`src/hdl/block_dictionary_dedup_encoder_top_defines.svh`:
```
// Assertion macros shared by the dictionary encoder RTL.
`ifndef BLOCK_DICTIONARY_DEDUP_ENCODER_TOP_DEFINES_SVH
`define BLOCK_DICTIONARY_DEDUP_ENCODER_TOP_DEFINES_SVH

// Consequent must hold in the same cycle as the antecedent.
`define BDD_ASSERT_SAME(name, ante, cons) \
    name: assert property (@(posedge clk) disable iff (!rst_n) (ante) |-> (cons)) \
        else $error("bdd: same-cycle check failed");

// Consequent must hold in the cycle after the antecedent.
`define BDD_ASSERT_NEXT(name, ante, cons) \
    name: assert property (@(posedge clk) disable iff (!rst_n) (ante) |=> (cons)) \
        else $error("bdd: next-cycle check failed");

`endif

```
`src/hdl/bdd_ram.sv`:
```
// Generic single-port RAM with registered read data.
`default_nettype none

module bdd_ram #(
    parameter int WIDTH = 8,
    parameter int DEPTH = 256
) (
    input  wire logic                     clk,
    input  wire logic                     we,
    input  wire logic [$clog2(DEPTH)-1:0] addr,
    input  wire logic [WIDTH-1:0]         wdata,
    output logic      [WIDTH-1:0]         rdata
);

    logic [WIDTH-1:0] mem_reg [DEPTH];
    logic [WIDTH-1:0] rdata_reg;

    always_ff @(posedge clk)
    begin
        if (we)
        begin
            mem_reg[addr] <= wdata;
        end
        rdata_reg <= mem_reg[addr];
    end

    assign rdata = rdata_reg;

endmodule

`default_nettype wire

```
`config.mk`:
```
export PLATFORM = sky130hd
export DESIGN_NAME = bdd_ram
export DESIGN_NICKNAME = d
export VERILOG_FILES = /design/src/hdl/block_dictionary_dedup_encoder_top_defines.svh /design/src/hdl/bdd_ram.sv
export SDC_FILE = /design/constraint.sdc
export NUM_CORES = 2
export LEC_CHECK = 0
export BUFFER_PORTS_ARGS = -buffer_cell sky130_fd_sc_hd__buf_2
export CAP_MARGIN = 0
export CORE_MARGIN = 2
export CORE_UTILIZATION = 23
export CTS_BUF_LIST = sky130_fd_sc_hd__clkbuf_16
export CTS_CLUSTER_DIAMETER = 40
export DETAILED_ROUTE_END_ITERATION = 6
export GPL_TIMING_DRIVEN = 0
export HOLD_SLACK_MARGIN = 0.02
export PLACE_DENSITY = 0.36
export SLEW_MARGIN = 40
export SYNTH_ARGS = -nofsm -noshare
export SYNTH_HDL_FRONTEND = slang
export SYNTH_SLANG_ARGS = --single-unit
```
`constraint.sdc`:
```
create_clock -name clk -period 4.61 [get_ports clk]
set_clock_uncertainty 0.1 [all_clocks]
set_input_delay 0.922 -clock clk [delete_from_list [all_inputs] [get_ports clk]]
set_output_delay 0.922 -clock clk [all_outputs]
set_load 0.01 [all_outputs]
```
* After elaboration in Yosys (flattened, before gate mapping)
Memory sizes are Yosys's and may differ from the RTL's. A register that Yosys moved wholly into a read port is not among the register bits. Index checks and enable logic that the tools add are counted.
Word-level totals: register bits 0, memory bits (writable) 2048, input bits 18, output and inout bits 8, word-level logic and storage cells 3, memories kept 1
Memories:
- mem_reg | words 256, bits a word 8, rd ports 1, clocked after memory_dff 1, wr ports 1, RTL line bdd_ram.sv:15 | logic [WIDTH-1:0] mem_reg [DEPTH];
Operators by class: mux-type cells 2
Operator list (number):
- $mux W1 | 2

* Logic depth before layout (Yosys ltp)
depth after elaboration 2, gate-level depth with buffers 10

* Least setup slack after synthesis
Ideal clock, no wire load.
kind input-to-reg, from input port addr[1], to memory mem_reg[111][0], enable pin, arrival 2771 ps, data required time 4140 ps, path slack 1369 ps, stages 9, buffers on the path 5, cells stage by stage buf_2 > clkbuf_1 > clkbuf_1 > nand2_1 > buf_2 > nor2_1 > nand2_1 > clkbuf_1 > nor2_1
RTL lines:
- start: declaration | RTL line bdd_ram.sv:10 | input wire logic [$clog2(DEPTH)-1:0] addr,
- end: declaration | RTL line bdd_ram.sv:15
No word-level cell before the write port.

==> out/metrics.csv <==
metric,value,unit
run status,finished clean,
"commonest non-fill, non-tap cell in the layout",edfxtp_1,
die width,588.2,um
CP Launch Type,input port,
via count,39330,
Final Max Slew Viols,0,
setup_tns,0,ps
Clock Latency Late Sink,900,ps
area of the multi-input gates,0.01660,mm^2
min-delay src,wdata[1],
"Core Util, Final",0.2924,
area of the core,0.3398,mm^2
vias in the first global route,40750,
crit path DAT,5050,ps
number of different library cells in the post-synthesis netlist,22,
placed insts,8178,
Pwr Density,506.7,mW/mm^2
pre-CTS setup slack,-1229,ps
Routed Antenna Nets,0,
Hold Path Sink,mem_reg[172][1],
post-layout worst setup margin,49.97,ps
share of cells above drive strength 1,0.3794,
most frequent cells in the layout,"edfxtp_1 (2048), mux4_2 (512), clkbuf_16 (369), a22oi_1 (256), nor2_2 (223)",
syn nets,3565,
P_leak,30.34,nW
hpwl dp,176900,um
RSZ-0062 raised after global routing,no,
max reg flops,2048,
Post-Syn Area,0.07849,mm^2
DR vias/cell,4.438,
fin cells,8863,
Die H,588.2,um
post-synthesis sequential area ratio,0.7855,
Slew @ Worst Pin,1024,ps
fraction of registers with async set or reset after synthesis,0,
yosys warns,0,
top_reg_cell synth,edfxtp_1,
final wirelength,264300,um
final hold violation count,0,
largest net degree at the start of global routing,84,
reg-to-reg startpoint,mem_reg[204][5],
Rows,214,
WP data required,5100,ps
Crit Path Max Fanout,10,
GRT Overall Usage,0.1497,
area grow syn2layout,26.59,%
# DRC,0,
FF-to-FF path depth,5,
WHS,341.9,ps
Initial Utilization,0.2310,
Final setup violation count,0,
Fmax,0.2193,GHz
period utilization,0.9892,
Final GP Congestion,0.7915,
CTS root buf,clkbuf_16,
clock-pin transition on the worst setup and hold timing paths,60,ps
IO buf count,21,
initial antenna violation count,19,
"Remaining Overflow, GRT",0,
Post-synth EDFFs,2048,
hold buffer count at CTS,0,
Register Area,0.06166,mm^2
worst-case vdd ir drop,333.7,uV
TritonCTS Buffers,365,
critical path type,input port to flop,
R2R Path End,rdata[5],
post-CTS sizing,2,
Slew HR,0.3086,
final net count,4026,
TritonCTS clock tree,done,
Filler Cell Count,33050,
clock sinks,2056,
Max clock buf depth,4,
Post-Syn Area per Cell,22.13,um^2
I/O Pins,26,
post-synthesis register bit count,2056,
WL/cell,29.82,um
first drt pass iteration count,7,
worst hold-check path type,input port to flop,
die area,0.3460,mm^2
first-pass GRT wire length,355800,um
DRT iter0 DRCs,3884,
hold depth,1,
max_cap viols,0,
post-synthesis cell count,3547,
# Post-CTS Setup Buffers,0,
H-tree depth,5,
Worst R2R Setup Slack,1200,ps
fin crit period,4560,ps
CP Capture Type,flop,
[cells in the mapped netlist (19+ instances only)]
cell,instances,area share
a22oi_1,256,0.024
nor3_1,30,0.0019
mux4_2,512,0.15
buf_2,36,0.0023
o41ai_1,32,0.0036
clkbuf_1,145,0.0069
a21oi_1,128,0.0082
nand2_1,28,0.0013
nor2_1,232,0.011
edfxtp_1,2048,0.78
buf_1,19,0.00091
[area by class of cell]
type                    instances  area share
flip-flops and latches       2056      0.6205
multi-input cells            1258      0.1670
inverters                       1  0.00003778
diodes                         18   0.0004533
well taps                    4536     0.05712
clock buffers                 369     0.09293
clock inverters               299     0.03409
repair buffers                 95     0.01541
plain buffers                 231     0.01239
[metal layers]
metal / part of all wire / GRT usage / wire (um) / vias up
li1: - / - / - / 16230
met1: 0.44 / 0.2042 / 116500 / 21480
met2: 0.47 / 0.2351 / 123700 / 1228
met3: 0.062 / 0.03401 / 16270 / 385
met4: 0.029 / 0.04967 / 7783 / 4
met5: 0.000083 / 0 / 22 / -
[worst max-delay path: stages]
cell,delay (ps)
clkbuf_1,450
nor2b_1,90
clkbuf_2,380
buf_2,430
clkbuf_1,450
a22oi_1,500
a21oi_1,290
o41ai_1,960
nand4_1,500
[worst max path at each step]
stage	cells after the start	start	slack, ps	end
after floorplan	9	addr[1]	1370	mem_reg[111][0]
final	9	addr[3]	50	rdata[5]
after global routing	9	addr[1]	40	mem_reg[238][7]
after CTS	8	addr[1]	50	rdata[7]
after global placement	8	addr[3]	-3360	mem_reg[46][7]
after detailed placement	9	addr[1]	-1230	rdata[7]
[kinds of logic after synthesis]
family                 after synthesis  share of synthesized area
AND/OR/NAND/NOR                    330                    0.01733
multiplexers                       512                     0.1469
AO/OA/AOI/OAI                      416                    0.03622
flip-flops                        2056                     0.7855
buffers and inverters              233                    0.01401
[power breakdown]
| part | internal (mW) | leakage, nW | total [mW] | switching, mW |
|---|---|---|---|---|
| Combinational | 0.671 | 5.73 | 2.14 | 1.47 |
| Sequential | 20.6 | 18.5 | 20.6 | 0.0132 |
| Clock | 17.7 | 6.14 | 27.6 | 9.89 |
[per-stage QoR]
stage / power [mW] / instance area (um^2)
3_3_place_gp: 23.14 / 84270
2_1_floorplan: 21.93 / 78490
6_report: 50.34 / 99370
5_1_grt: 51.78 / 99350
4_1_cts: 50.94 / 99270
3_5_place_dp: 23.20 / 86650
Power figures use the tool's default switching activity.
