`src/hdl/block_dictionary_dedup_encoder_top_defines.svh`:
```
// Assertion macros shared by the dictionary encoder RTL.
`ifndef BLOCK_DICTIONARY_DEDUP_ENCODER_TOP_DEFINES_SVH
`define BLOCK_DICTIONARY_DEDUP_ENCODER_TOP_DEFINES_SVH

// Consequent must hold in the same cycle as the antecedent.
`define BDD_ASSERT_SAME(name, ante, cons) \
    name: assert property (@(posedge clk) disable iff (!rst_n) (ante) |-> (cons)) \
        else $error("bdd: same-cycle check failed");

// Consequent must hold in the cycle after the antecedent.
`define BDD_ASSERT_NEXT(name, ante, cons) \
    name: assert property (@(posedge clk) disable iff (!rst_n) (ante) |=> (cons)) \
        else $error("bdd: next-cycle check failed");

`endif

```
`src/hdl/bdd_pkg.sv`:
```
// Shared types and constants of the block dictionary encoder.
`default_nettype none

package bdd_pkg;

    localparam int BYTE_W   = 8;
    localparam int OPCODE_W = 2;
    localparam int STATUS_W = 2;
    localparam int INDEX_W  = 8;
    localparam int COUNT_W  = 9;
    localparam int BLEN_W   = 6;

    localparam logic [BLEN_W-1:0] BLOCK_LEN_RESET = 6'd32;

    localparam logic [OPCODE_W-1:0] OP_BUILD  = 2'd0;
    localparam logic [OPCODE_W-1:0] OP_ENCODE = 2'd1;
    localparam logic [OPCODE_W-1:0] OP_CLEAR  = 2'd2;

    localparam logic [STATUS_W-1:0] ST_MATCHED   = 2'd0;
    localparam logic [STATUS_W-1:0] ST_ADDED     = 2'd1;
    localparam logic [STATUS_W-1:0] ST_FULL      = 2'd2;
    localparam logic [STATUS_W-1:0] ST_NOT_FOUND = 2'd3;

    // Controls broadcast from the sequencer to every byte cell.
    typedef struct packed {
        logic load;   // a stream byte is taken in this cycle
        logic close;  // this byte closes the block, cells above it pad with zero
    } cell_ctl_t;

endpackage

`default_nettype wire

```
`src/hdl/bdd_cell.sv`:
```
// One byte cell: holds one block byte, compares it with its RAM lane, extends the match chain.
`default_nettype none

module bdd_cell #(
    parameter int INDEX = 0,
    parameter int POS_W = 5,
    parameter int LEN_W = 6
) (
    input  wire logic                  clk,
    input  wire bdd_pkg::cell_ctl_t    ctl,
    input  wire logic [POS_W-1:0]      pos,
    input  wire logic [LEN_W-1:0]      len,
    input  wire logic [bdd_pkg::BYTE_W-1:0] data_byte,
    input  wire logic [bdd_pkg::BYTE_W-1:0] lane,
    input  wire logic                  chain_in,
    output logic                       chain_out,
    output logic [bdd_pkg::BYTE_W-1:0] byte_out
);

    logic [bdd_pkg::BYTE_W-1:0] byte_reg;
    logic [bdd_pkg::BYTE_W-1:0] byte_next;
    logic                       eq_reg;
    logic                       eq_next;
    logic                       sel;
    logic                       above;
    logic                       masked;

    assign sel    = (pos == POS_W'(INDEX));
    assign above  = (POS_W'(INDEX) > pos);
    assign masked = (LEN_W'(INDEX) >= len);

    always_comb
    begin
        byte_next = byte_reg;
        if (ctl.load && sel)
        begin
            byte_next = data_byte;
        end
        else if (ctl.close && above)
        begin
            byte_next = '0;
        end
        // Bytes beyond the block length never take part in the compare.
        eq_next = masked || (lane == byte_reg);
    end

    always_ff @(posedge clk)
    begin
        byte_reg <= byte_next;
        eq_reg   <= eq_next;
    end

    assign chain_out = chain_in & eq_reg;
    assign byte_out  = byte_reg;

endmodule

`default_nettype wire

```
`config.mk`:
```
export PLATFORM = sky130hd
export DESIGN_NAME = bdd_cell
export DESIGN_NICKNAME = d
export VERILOG_FILES = /design/src/hdl/block_dictionary_dedup_encoder_top_defines.svh /design/src/hdl/bdd_pkg.sv /design/src/hdl/bdd_cell.sv
export SDC_FILE = /design/constraint.sdc
export NUM_CORES = 1
export LEC_CHECK = 0
export ABC_CLOCK_PERIOD_IN_PS = 4700
export BUFFER_PORTS_ARGS = -buffer_cell sky130_fd_sc_hd__buf_4
export CELL_PAD_IN_SITES_DETAIL_PLACEMENT = 1
export CELL_PAD_IN_SITES_GLOBAL_PLACEMENT = 1
export CORE_MARGIN = 10
export CORE_UTILIZATION = 26
export DETAILED_ROUTE_END_ITERATION = 10
export PLACE_DENSITY_LB_ADDON = 0.1
export SLEW_MARGIN = 20
export SYNTH_ARGS = -nofsm -noshare
export SYNTH_HDL_FRONTEND = slang
export SYNTH_SLANG_ARGS = --single-unit
```
`constraint.sdc`:
```
create_clock -name clk -period 4.7 [get_ports clk]
set_clock_uncertainty 0.15 [all_clocks]
set_input_delay 0.705 -clock clk [delete_from_list [all_inputs] [get_ports clk]]
set_output_delay 0.705 -clock clk [all_outputs]
set_load 0.01 [all_outputs]
```
# Word-level counts from Yosys, hierarchy flattened
# Index checks and enable logic that the tools add are counted.
# op_classes
order_cmp	2
eq_ne	1
muxes	2
bitwise_logic	1
reduce_logical	5
# ops
op	n
8-bit 2-to-1 mux	2
8-bit == test	1
1-bit by 6-bit greater-or-equal comparator with 1-bit output (first input constant)	1
1-bit by 5-bit > comparator with 1-bit output (first input constant)	1
5-bit logical NOT	1
1-bit logical AND	2
2-bit nonzero test	1
1-bit AND	1
1-bit logical OR	1
# word_totals
regBits	9
input_bits	31
output_inout_bits	9
word_cells	13

# Logic depth before layout (Yosys ltp)
# depth
ltp_word	4
mapped_depth	3
depth_no_buf	3

# Worst setup path before layout
# OpenSTA, ideal clock, no wires.
# synth_timing
path_type	input -> register
startpoint	input port pos[4]
endpoint	register byte_reg, in the netlist byte_out[0] (enable)
setup_ps	363
t_arrival_ps	1590
required_ps	4187
setup_slack_ps	2597
stages	2
n_path_buf	0
cell_sequence	or4b_4 -> nor3_4
# synth_via
elab_chain_cells	3
elab_cells_between_ends	5
cone_classes	order compare: 1; reduce/logical: 4
# synth_lines
item	line	source
start: declaration	bdd_cell.sv:11	input wire logic [POS_W-1:0] pos,
1-bit by 5-bit > comparator with 1-bit output or 5-bit logical NOT (tied branches)	bdd_cell.sv:29, bdd_cell.sv:28	
1-bit logical AND (on tied branches)	bdd_cell.sv:39, bdd_cell.sv:35	
2-bit nonzero test (no line) *	--	
end signal: assignment	bdd_cell.sv:49	byte_reg <= byte_next;
end: declaration	bdd_cell.sv:20	logic [bdd_pkg::BYTE_W-1:0] byte_reg;
# Mark *: on every way between the ends. The rest lies on a longest branch, timed or not.
# A chain may end at the register's enable or synchronous reset.

# Final worst setup path
# layout_timing
startpoint	input port pos[4]
endpoint	register byte_reg, in the netlist byte_out[2] (enable)
# The elaborated chain is that of the path after synthesis.

==> impl_metrics.json <==
{
  "outcome": "complete, no violations",
  "numCtsBuffers": 3,
  "dpl.cell_count": 86,
  "critPathArrivalTime_ps": 1790,
  "final_nets": 106,
  "crit_fanout": 16,
  "synth.distinct_cells": 9,
  "antenna-diode-count": 0,
  "rr_worst_depth": 3,
  "p_leak_nw": 0.316,
  "criticalPathCategory": "primary input to flip-flop",
  "coreArea_sq_um": 1560,
  "syn_avg_cell_area_sq_um": 13.9,
  "cp-endpoint": "byte_out[2]",
  "yosysTopAreaCellShare_pct": 53.9,
  "synth_top_area_cell": "edfxtp_1",
  "r2r-end": "eq_reg",
  "via_count": 414,
  "grtUsageTotal_pct": 7.74,
  "cts_tree": "yes",
  "grt_overflow": 0,
  "worstMarginPinSlew_ps": 539,
  "max-vdd-ir-drop_mv": 0.135,
  "area_growth_pct": 74.4,
  "cp-start-kind": "primary input",
  "ys.warnings.count": 0,
  "ys_top_cells_by_area": "edfxtp_1 (54%), xnor2_1 (16%), and2_1 (13%)",
  "hold_class": "flip-flop to flip-flop",
  "antenna_found_initial": 0,
  "p_clk_share_pct": 34.1,
  "slew_violations": 0,
  "clk_latency_ps": 260,
  "drt_iter0_drc": 2,
  "clock_path_buffers": 2,
  "fmax_ghz": 0.489,
  "syn_area_sq_um": 445,
  "p_comb_share_pct": 15.3,
  "fin_cells": 90,
  "layout-drive-gt1-share_pct": 58.1,
  "layout_commonest_cell": "buf_4",
  "path_clk_slew_ps": 60,
  "die_x_um": 61.4,
  "p_int_mw": 0.139,
  "swShare_pct": 19.3,
  "drcViolationCount": 0,
  "final_cell_mix": "buf_4 (38), and2_1 (9), xnor2_1 (8), edfxtp_1 (8), clkbuf_4 (3)",
  "gp_congestion": 0.608,
  "dr.pass1.iters": 3,
  "setup_violations": 0,
  "rsz0062_at_grt": "false",
  "syn-num-nets": 63,
  "h-tree-depth": 1,
  "die-area_sq_um": 3770,
  "relSlewSlack_pct": 64.0,
  "post-route-min-period_ps": 2050,
  "cts_resized": 0,
  "r2r-start": "byte_out[5]",
  "seq_area_frac_synth_pct": 58.4,
  "sequentialPowerShare_pct": 50.6,
  "largest_reg_flops": 8,
  "rows": 14,
  "grt_pass1_wl_mm": 2.13,
  "syn_inst": 32,
  "synth_seq_cells": 9,
  "reg2reg_slack_ps": 3610,
  "worstSetupEndpointType": "flip-flop",
  "post_cts_buffers": 0,
  "wire_per_inst_um": 15.5,
  "drt-total-wl_mm": 1.39,
  "power.switching_mw": 0.0333,
  "cts-root-buf": "clkbuf_4",
  "required_ps": 4440,
  "ant_nets": 0,
  "hold_viol": 0,
  "initial_core_util_pct": 28.6,
  "power.density_nw_per_um2": 222,
  "port_buffers": 38,
  "holdBufCountCts": 0,
  "fin_setup_tns_ps": 0,
  "viasPerCell": 4.60,
  "startpoint": "pos[4]",
  "cts.sinks": 9,
  "min_period_over_period_pct": 43.5,
  "maxCapViolCount": 0,
  "grt_max_degree": 17,
  "io_pins": 40,
  "grt_pass1_vias": 467,
  "die_y_um": 61.4
}
routing by layer:
metal	GRT usage (%)	share of wire [%]
met1	6.63	29
met3	4.32	16
met2	13.3	51
met4	5.73	3.0
met5	0	0
cell families (layout without fill, tap and decap cells):
family                    after synthesis  in the layout  synth area share (%)
AOI/OAI and AO/OA                       1              1                  1.97
and+or+nand+nor                        14             14                  23.9
xor gates and xnor gates                8              8                  15.7
buffers and inverters                   0             42                     0
DFF                                     9              9                  58.4
synth_stat cells:
master and number:
dfxtp_1 1, edfxtp_1 8, o32ai_1 1, nand4_1 2, or4b_4 1, and2_1 9, xnor2_1 8, nor3_4 1
or4_1 1
power by group through the flow:
stage	logic, mW	registers, mW	clock network (mW)
2_1_floorplan	0.00548	0.0894	0
3_3_place_gp	0.0259	0.0891	0
3_5_place_dp	0.0270	0.0891	0
4_1_cts	0.0270	0.0874	0.0613
5_1_grt	0.0290	0.0875	0.0641
6_report	0.0264	0.0874	0.0588
area by class of cell:
| cell class | count | area [sq um] |
|---|---|---|
| clock buffers | 4 | 26.3 |
| fillers | 179 | 782 |
| multi-input cells | 23 | 185 |
| flip-flops and latches | 9 | 260 |
| well taps | 16 | 20.0 |
| repair buffers | 38 | 285 |
worst min-delay path by stage:
stage                start  endpoint  slack (ps)  cells after the start
6_report       byte_out[6]    eq_reg         480                      3
5_1_grt             len[1]    eq_reg         490                      2
4_1_cts             len[1]    eq_reg         490                      2
3_5_place_dp   byte_out[6]    eq_reg         480                      3
3_3_place_gp   byte_out[6]    eq_reg         490                      3
2_1_floorplan  byte_out[6]    eq_reg         490                      3
through the flow:
step	utilization, %	total power [mW]	setup slack, ps	cell area [sq um]	hold slack [ps]
2_1_floorplan	-	0.0949	2600	445	485
4_1_cts	49.8	0.176	2640	777	488
6_report	49.8	0.173	2650	777	480
3_5_place_dp	48.2	0.116	2360	751	482
3_3_place_gp	48.2	0.115	2380	751	486
5_1_grt	49.8	0.181	2560	777	494
critical path: stages:
cell    delay (ps)
buf_4          110
or4b_4         540
nor3_4         440
No activity file was read; power rests on OpenSTA's default activity.
