<file path="config.mk">
export PLATFORM = sky130hd
export DESIGN_NAME = bdd_ctrl
export DESIGN_NICKNAME = d
export VERILOG_FILES = /design/src/hdl/block_dictionary_dedup_encoder_top_defines.svh /design/src/hdl/bdd_pkg.sv /design/src/hdl/bdd_ctrl.sv
export SDC_FILE = /design/constraint.sdc
export NUM_CORES = 1
export LEC_CHECK = 0
export ABC_CLOCK_PERIOD_IN_PS = 3000
export CAP_MARGIN = 20
export CORE_AREA = 2 2 86 88
export DETAILED_ROUTE_END_ITERATION = 6
export DIE_AREA = 0 0 88 90
export DONT_BUFFER_PORTS = 1
export PLACE_DENSITY = 0.64
export SETUP_SLACK_MARGIN = 0.02
export SLEW_MARGIN = 20
export SYNTH_ARGS = -nofsm -noshare
export SYNTH_HDL_FRONTEND = slang
export SYNTH_SLANG_ARGS = --single-unit
export TNS_END_PERCENT = 30
</file>
<file path="constraint.sdc">
create_clock -name clk -period 3 [get_ports clk]
set_input_delay 0.15 -clock clk [delete_from_list [all_inputs] [get_ports clk]]
set_output_delay 0.15 -clock clk [all_outputs]
set_load 0.02 [all_outputs]
</file>
<file path="src/hdl/block_dictionary_dedup_encoder_top_defines.svh">
// Assertion macros shared by the dictionary encoder RTL.
`ifndef BLOCK_DICTIONARY_DEDUP_ENCODER_TOP_DEFINES_SVH
`define BLOCK_DICTIONARY_DEDUP_ENCODER_TOP_DEFINES_SVH

// Consequent must hold in the same cycle as the antecedent.
`define BDD_ASSERT_SAME(name, ante, cons) \
    name: assert property (@(posedge clk) disable iff (!rst_n) (ante) |-> (cons)) \
        else $error("bdd: same-cycle check failed");

// Consequent must hold in the cycle after the antecedent.
`define BDD_ASSERT_NEXT(name, ante, cons) \
    name: assert property (@(posedge clk) disable iff (!rst_n) (ante) |=> (cons)) \
        else $error("bdd: next-cycle check failed");

`endif

</file>
<file path="src/hdl/bdd_pkg.sv">
// Shared types and constants of the block dictionary encoder.
`default_nettype none

package bdd_pkg;

    localparam int BYTE_W   = 8;
    localparam int OPCODE_W = 2;
    localparam int STATUS_W = 2;
    localparam int INDEX_W  = 8;
    localparam int COUNT_W  = 9;
    localparam int BLEN_W   = 6;

    localparam logic [BLEN_W-1:0] BLOCK_LEN_RESET = 6'd32;

    localparam logic [OPCODE_W-1:0] OP_BUILD  = 2'd0;
    localparam logic [OPCODE_W-1:0] OP_ENCODE = 2'd1;
    localparam logic [OPCODE_W-1:0] OP_CLEAR  = 2'd2;

    localparam logic [STATUS_W-1:0] ST_MATCHED   = 2'd0;
    localparam logic [STATUS_W-1:0] ST_ADDED     = 2'd1;
    localparam logic [STATUS_W-1:0] ST_FULL      = 2'd2;
    localparam logic [STATUS_W-1:0] ST_NOT_FOUND = 2'd3;

    // Controls broadcast from the sequencer to every byte cell.
    typedef struct packed {
        logic load;   // a stream byte is taken in this cycle
        logic close;  // this byte closes the block, cells above it pad with zero
    } cell_ctl_t;

endpackage

`default_nettype wire

</file>
<file path="src/hdl/bdd_ctrl.sv">
// Sequencer: byte position, dictionary fill, scan pipeline and result registers.
`default_nettype none

module bdd_ctrl #(
    parameter int DICT_ENTRIES    = 256,
    parameter int POS_W           = 5,
    parameter int LEN_W           = 6,
    parameter int IDX_W           = 8,
    parameter int CNT_W           = 9
) (
    input  wire logic                           clk,
    input  wire logic                           rst_n,
    input  wire logic                           start,
    input  wire logic [bdd_pkg::OPCODE_W-1:0]   opcode,
    input  wire logic                           end_of_data,
    input  wire logic [LEN_W-1:0]               len,
    input  wire logic                           found,
    output logic                                busy,
    output bdd_pkg::cell_ctl_t                  ctl,
    output logic [POS_W-1:0]                    pos,
    output logic                                ram_we,
    output logic [IDX_W-1:0]                    ram_addr,
    output logic                                out_valid,
    output logic [IDX_W-1:0]                    out_idx,
    output logic [bdd_pkg::STATUS_W-1:0]        out_status,
    output logic [CNT_W-1:0]                    out_count
);

    localparam logic [1:0] S_IDLE = 2'd0;
    localparam logic [1:0] S_SCAN = 2'd1;
    localparam logic [1:0] S_DONE = 2'd2;

    logic [1:0]       state_reg, state_next;
    logic [POS_W-1:0] pos_reg, pos_next;
    logic [CNT_W-1:0] used_reg, used_next;
    logic [CNT_W-1:0] issue_reg, issue_next;
    logic             v1_reg, v1_next;
    logic             v2_reg, v2_next;
    logic             hit_reg, hit_next;
    logic             out_valid_reg, out_valid_next;
    logic             build_reg, build_next;
    logic [IDX_W-1:0] idx1_reg, idx1_next;
    logic [IDX_W-1:0] idx2_reg, idx2_next;
    logic [IDX_W-1:0] hit_idx_reg, hit_idx_next;
    logic [IDX_W-1:0] out_idx_reg, out_idx_next;
    logic [bdd_pkg::STATUS_W-1:0] out_status_reg, out_status_next;
    logic [CNT_W-1:0] out_count_reg, out_count_next;
    logic [LEN_W-1:0] pos_inc;
    logic             issue;

    assign pos_inc = LEN_W'(pos_reg) + LEN_W'(1);

    always_comb
    begin
        state_next      = state_reg;
        pos_next        = pos_reg;
        used_next       = used_reg;
        issue_next      = issue_reg;
        v1_next         = v1_reg;
        v2_next         = v2_reg;
        hit_next        = hit_reg;
        build_next      = build_reg;
        idx1_next       = idx1_reg;
        idx2_next       = idx2_reg;
        hit_idx_next    = hit_idx_reg;
        out_valid_next  = 1'b0;
        out_idx_next    = out_idx_reg;
        out_status_next = out_status_reg;
        out_count_next  = out_count_reg;
        ctl             = '0;
        ram_we          = 1'b0;
        ram_addr        = issue_reg[IDX_W-1:0];
        issue           = 1'b0;

        unique case (state_reg)
            S_IDLE:
            begin
                if (start)
                begin
                    case (opcode) inside
                        bdd_pkg::OP_BUILD, bdd_pkg::OP_ENCODE:
                        begin
                            ctl.load = 1'b1;
                            if (end_of_data || (pos_inc >= len))
                            begin
                                ctl.close  = 1'b1;
                                pos_next   = '0;
                                build_next = (opcode == bdd_pkg::OP_BUILD);
                                issue_next = '0;
                                v1_next    = 1'b0;
                                v2_next    = 1'b0;
                                hit_next   = 1'b0;
                                state_next = S_SCAN;
                            end
                            else
                            begin
                                pos_next = pos_inc[POS_W-1:0];
                            end
                        end
                        bdd_pkg::OP_CLEAR:
                        begin
                            used_next = '0;
                            pos_next  = '0;
                        end
                        default:
                        begin
                        end
                    endcase
                end
            end
            S_SCAN:
            begin
                // One entry read per cycle; the RAM and cell registers precede each result.
                issue     = (issue_reg < used_reg);
                v1_next   = issue;
                idx1_next = issue_reg[IDX_W-1:0];
                v2_next   = v1_reg;
                idx2_next = idx1_reg;
                if (issue)
                begin
                    issue_next = issue_reg + CNT_W'(1);
                end
                if (v2_reg && found)
                begin
                    hit_next     = 1'b1;
                    hit_idx_next = idx2_reg;
                    state_next   = S_DONE;
                end
                else if (!issue && !v1_reg && !v2_reg)
                begin
                    state_next = S_DONE;
                end
            end
            S_DONE:
            begin
                ram_addr       = used_reg[IDX_W-1:0];
                out_valid_next = 1'b1;
                state_next     = S_IDLE;
                out_count_next = used_reg;
                if (hit_reg)
                begin
                    out_status_next = bdd_pkg::ST_MATCHED;
                    out_idx_next    = hit_idx_reg;
                end
                else if (!build_reg)
                begin
                    out_status_next = bdd_pkg::ST_NOT_FOUND;
                    out_idx_next    = '0;
                end
                else if (used_reg < CNT_W'(DICT_ENTRIES))
                begin
                    ram_we          = 1'b1;
                    out_status_next = bdd_pkg::ST_ADDED;
                    out_idx_next    = used_reg[IDX_W-1:0];
                    used_next       = used_reg + CNT_W'(1);
                    out_count_next  = used_reg + CNT_W'(1);
                end
                else
                begin
                    out_status_next = bdd_pkg::ST_FULL;
                    out_idx_next    = '0;
                end
            end
            default:
            begin
                state_next = S_IDLE;
            end
        endcase
    end

    always_ff @(posedge clk or negedge rst_n)
    begin
        if (!rst_n)
        begin
            state_reg     <= S_IDLE;
            pos_reg       <= '0;
            used_reg      <= '0;
            issue_reg     <= '0;
            v1_reg        <= 1'b0;
            v2_reg        <= 1'b0;
            hit_reg       <= 1'b0;
            out_valid_reg <= 1'b0;
        end
        else
        begin
            state_reg     <= state_next;
            pos_reg       <= pos_next;
            used_reg      <= used_next;
            issue_reg     <= issue_next;
            v1_reg        <= v1_next;
            v2_reg        <= v2_next;
            hit_reg       <= hit_next;
            out_valid_reg <= out_valid_next;
        end
    end

    always_ff @(posedge clk)
    begin
        build_reg      <= build_next;
        idx1_reg       <= idx1_next;
        idx2_reg       <= idx2_next;
        hit_idx_reg    <= hit_idx_next;
        out_idx_reg    <= out_idx_next;
        out_status_reg <= out_status_next;
        out_count_reg  <= out_count_next;
    end

    assign busy       = (state_reg != S_IDLE);
    assign pos        = pos_reg;
    assign out_valid  = out_valid_reg;
    assign out_idx    = out_idx_reg;
    assign out_status = out_status_reg;
    assign out_count  = out_count_reg;

endmodule

`default_nettype wire

</file>
# ---- Word-level counts from Yosys, hierarchy flattened
# Cells that the tools add are included.
dict set report op_classes {
  n_mul 0
  bitwise_logic 0
  n_reduce_logical 22
  div 0
  mux 43
  magnitude_cmp 3
  n_eq_ne 12
  n_addsub 3
  shift 0
}
# op n
set op_table {}
lappend op_table {{9-bit 2-to-1 mux} 10}
lappend op_table {{9-bit case mux with 2 select lines} 2}
lappend op_table {{8-bit 2-to-1 mux} 4}
lappend op_table {{2-bit 2-to-1 mux} 10}
lappend op_table {{9-bit by 1-bit adder with 9-bit output, second input constant} 2}
lappend op_table {{4-bit AND reduction} 4}
lappend op_table {{5-bit 2-to-1 mux} 3}
lappend op_table {{2-bit != test, second input constant} 6}
lappend op_table {{1-bit 2-to-1 mux} 10}
lappend op_table {{5-bit AND reduction} 2}
lappend op_table {{9-bit < comparator} 1}
lappend op_table {{9-bit < comparator, second input constant} 1}
lappend op_table {{2-bit nonzero test} 4}
lappend op_table {{5-bit by 1-bit adder with 6-bit output, second input constant} 1}
lappend op_table {{6-bit >= comparator} 1}
lappend op_table {{1-bit case mux with 2 select lines} 3}
lappend op_table {{2-bit by 1-bit equality test with 1-bit output, second input constant} 2}
lappend op_table {{2-bit equality test, second input constant} 2}
lappend op_table {{2-bit logical NOT} 2}
lappend op_table {{2-bit case mux with 2 select lines} 1}
lappend op_table {{1-bit logical AND} 3}
lappend op_table {{1-bit logical NOT} 3}
lappend op_table {{3-bit != test, second input constant} 1}
lappend op_table {{3-bit AND reduction} 1}
lappend op_table {{4 further kinds} 4}
dict set report totals {
  latch_bits 0
  mem_bits_ro 0
  inputBits 13
  output_inout_bits 37
  ramBits 0
  ff_bits 73
  memories 0
}

# ---- Longest topological paths before layout
dict set report depth {
  depth_word 7
  depth_mapped 9
}

# ---- Least setup slack after synthesis
# OpenSTA, ideal clock, no wires.
dict set report synth_timing {
  path_type {flip-flop to flip-flop}
  from {register pos_reg[0] (netlist: pos[0])}
  to {register build_reg (enable)}
  setup_time_ns 0.299
  path_buffers 1
  arrival_ns 1.976
  setup_slack_ns 0.725
  synth_period_minus_slack_ns 2.275
  stages_incl_launch_ff 9
  cell_sequence {dfrtp_1 > ha_1 > nand3_1 > xnor2_1 > ha_1 > nand2_1 > o221a_2 > clkbuf_1 > nor2_1}
}
dict set report synth_via {
  elab_chain_cells 4
}
# item line
set synth_rtl {}
lappend synth_rtl {{start: declaration} bdd_ctrl.sv:34} ;# logic [POS_W-1:0] pos_reg, pos_next;
lappend synth_rtl {{start signal: assignment} bdd_ctrl.sv:187} ;# pos_reg <= pos_next;
lappend synth_rtl {{5-bit by 1-bit adder with 6-bit output} bdd_ctrl.sv:51} ;# assign pos_inc = LEN_W'(pos_reg) + LEN_W'(1);
lappend synth_rtl {{6-bit >= comparator} bdd_ctrl.sv:84} ;# if (end_of_data || (pos_inc >= len))
lappend synth_rtl {{1-bit logical OR} bdd_ctrl.sv:84}
lappend synth_rtl {{4-bit AND reduction (no source line)} --}
lappend synth_rtl {{end signal: assignment} bdd_ctrl.sv:199} ;# build_reg <= build_next;
lappend synth_rtl {{end: declaration} bdd_ctrl.sv:41} ;# logic build_reg, build_next;
# No other way between the ends.
# A chain may end at the register's enable or synchronous reset.

# ---- Worst setup path in the final report
dict set report layout_timing {
  from {register pos_reg[0] (netlist: pos[0])}
  to {output ctl[0] (netlist bit)}
}
dict set report layout_via {
  elab_chain_cells 7
}
# item line
set layout_rtl {}
lappend layout_rtl {{5-bit by 1-bit adder with 6-bit output} bdd_ctrl.sv:51}
lappend layout_rtl {{6-bit >= comparator} bdd_ctrl.sv:84}
lappend layout_rtl {{1-bit logical OR} bdd_ctrl.sv:84}
lappend layout_rtl {{1-bit 2-to-1 mux} bdd_ctrl.sv:84}
lappend layout_rtl {{2-bit 2-to-1 mux} bdd_ctrl.sv:80} ;# case (opcode) inside
lappend layout_rtl {{2-bit 2-to-1 mux} bdd_ctrl.sv:78} ;# if (start)
lappend layout_rtl {{2-bit 2-to-1 mux} bdd_ctrl.sv:75} ;# unique case (state_reg)
lappend layout_rtl {{end: declaration} bdd_ctrl.sv:19} ;# output bdd_pkg::cell_ctl_t ctl,
# No other way between the ends.

==> impl_metrics.tcl <==
set metrics [dict create \
    outcome "complete, no violations" \
    power_density_nw_per_um2 886 \
    drt-pass1-iter-count 4 \
    drtIter0Drc 122 \
    power_frac_seq_pct 47.8 \
    register_area_um2 2050 \
    cp.arrival_ps 2550 \
    grt-ovfl-total 0 \
    worstPathRequired_ps 2850 \
    slew_violations 0 \
    cts_htree_levels 3 \
    avgSynthCellArea_um2 11.8 \
    combPwrFrac_pct 25.0 \
    max_cap_violations 0 \
    grt_use_total_pct 19.3 \
    antenna_found_initial 0 \
    synth_cell_types 48 \
    synth_commonest_cells "edfxtp_1, dfrtp_1, nand2_1, a21oi_1, o21ai_0" \
    yosys.area_share.simple_pct 12.1 \
    post-cts-setup-buffers 0 \
    fin_crit_sh_pct 90.0 \
    multi_input_area_um2 1250 \
    synth_edf_count 44 \
    clock_path_buffers 2 \
    swShare_pct 36.0 \
    synth_mux_area_share_pct 0.331 \
    initial_core_util_pct 48.4 \
    dpl.cell_count 381 \
    cts_tree "yes" \
    setup_violations 0 \
    portBuffers 0 \
    cts-buffers-inserted 9 \
    dieArea_um2 7920 \
    worst_skew_pair.late_latency_ps 360 \
    p_sw_uw 1220 \
    ys_seq_area_share_pct 60.2 \
    die_w_um 88 \
    worstMarginPinSlew_ps 865 \
    fmax_mhz 370 \
    whs_ps 54.6 \
    wl_per_cell_um 16.9 \
    yosys_register_bits 73 \
    areaGrowthSynthToFinish_pct 12.7 \
    route.vias.total 2289 \
    fin_crit_ps 2700 \
    p_int_uw 2170 \
    final_util_pct 54.6 \
    synth.top_cell.area_share_pct 38.9 \
    grt_max_degree 30 \
    final_area_um2 3830 \
    root_buffer "clkbuf_8" \
    die_y_um 90 \
    drive_gt1_share_pct 10.2 \
    grt_pass1_vias 2219 \
    synthTopCellsByArea "edfxtp_1, dfrtp_1, ha_1, a21oi_1, o21ai_0" \
    synth_ff_type "edfxtp_1" \
    core_area_um2 7020 \
    wl_um 6790 \
    skew_ps 10.7 \
    route.detailed.drc 0 \
    antennaDiodeCount 0 \
    fillCellCount 606 \
    hold_violations 0 \
    synthAdderAreaFrac_pct 6.62 \
    rsz0062_at_grt "no" \
    slew_headroom_pct 42.1 \
    cp_max_fo 13 \
    startpoint_type "flip-flop" \
    viasPerCell 5.68 \
    yosys_warnings 0 \
    path_clk_slew_ps 80 \
    finalNonFillerCells 403 \
    final.setup.tns_ps 0 \
    cts_resized 0 \
    grt_pass1_wl_um 11400 \
    drtAntennaViolNets 0 \
    synth_compound_area_share_pct 15.4 \
    async_reset_ff_share_pct 39.7 \
    synth_top_family_by_area "compound AO/OA/AOI/OAI gates" \
    path_class "reg2out" \
    place_area_um2 3520 \
    pwr-share-clk_pct 27.2 \
    postSynthNetCount 318 \
    synth_xor_area_share_pct 2.32 \
    clkSinkCount 73 \
    rows 31 \
    yosysMostFrequentCell "edfxtp_1" \
    final_nets 330 \
    syn_area_um2 3400 \
    hpwl_um 4590 \
    io_pins 50 \
    cp-end-kind "output port" \
    peakVddDrop_mv 0.517 \
    min_path_type "in2reg" \
    yosysTopAreaCell "edfxtp_1" \
    power.leakage_uw 0.00149 \
    routabilityCongestion 0.784 \
    synthCells 287 \
]
## worst max-delay path: stages (launching register included)
cell	delay (ps)
dfrtp_1	560
ha_1	290
nand3_1	120
xnor2_1	180
ha_1	300
nand2_1	50
o221a_2	380
nor2_2	130
buf_4	200
## through the flow
step	setup WS, ps	total power (uW)
floorplan	725	2250
global placement	564	2460
detailed placement	532	2480
CTS	286	3420
global route	96.5	3610
finish	299	3390
## layer usage
layer / up-vias / wire length (um) / share of wire, % / global-route usage, %
li1: 1102 / - / - / -
met3: 11 / 232 / 3.4 / 3.86
met2: 62 / 3420 / 50 / 29.5
met4: 0 / 140 / 2.1 / 10.4
met1: 1114 / 3000 / 44 / 25.5
met5: - / 0 / 0 / 0
## logic make-up (layout without fill, tap and decap cells)
family	after synthesis	in the layout
AO/OA/AOI/OAI	80	80
XOR/XNOR	9	9
adder cells (fa/ha/maj)	18	18
buffers and inverters	27	44
flip-flops	73	73
multiplexers	1	1
AND/OR/NAND/NOR	79	79
## cell usage in the layout (no fill, tap or decap), types with 2 or more instances in the layout
cell           count
bufinv_16          3
nand3_1           10
clkbuf_8           9
ha_1              18
nand4_1            7
edfxtp_1          44
a21oi_1           22
nand2b_1           4
a22o_1            11
nand2_1           28
nand3b_1           2
or3_1              5
a31oi_1            2
inv_1             17
xnor2_1            8
dlygate4sd3_1      5
and2_1             3
dfrtp_1           29
a32o_1             3
o21ai_0           22
clkinvlp_4         2
o221ai_1           2
or4_1              2
buf_4              4
nor2_1             7
or2_2              3
a21o_1             3
o31ai_1            3
## cell type report
type	instances	area share [%]
sequential	73	53.4
multi-input combinational	187	32.6
clock buffer	9	3.23
tap	99	3.23
clock inverter	7	3.10
timing repair buffer	10	2.61
inverter	18	1.76
## final timing paths
kind	startpoint	end	slack, ps	cells past startpoint
worst min-delay path	start	pos[1]	50	2
min in group asynchronous	rst_n	used_reg[6]	250	2
max in group asynchronous	rst_n	issue_reg[5]	2580	2
worst max-delay path	pos[0]	ctl[0]	300	8
worst max register to register	pos[0]	state_reg[0]	490	9
worst min register to register	idx1_reg[5]	idx2_reg[5]	420	0
## power by group through the flow
stage / combinational [uW] / clock, uW / sequential (uW)
detailed placement: 834 / 0 / 1640
floorplan: 642 / 0 / 1600
finish: 848 / 922 / 1620
global placement: 818 / 0 / 1640
CTS: 854 / 941 / 1620
global route: 961 / 994 / 1660
## repair_timing
item	in CTS	in global routing
endpoints found under the hold margin	33	0
setup endpoints to repair	0	0
hold buffers	6	0
(Power assumes the default switching activity.)
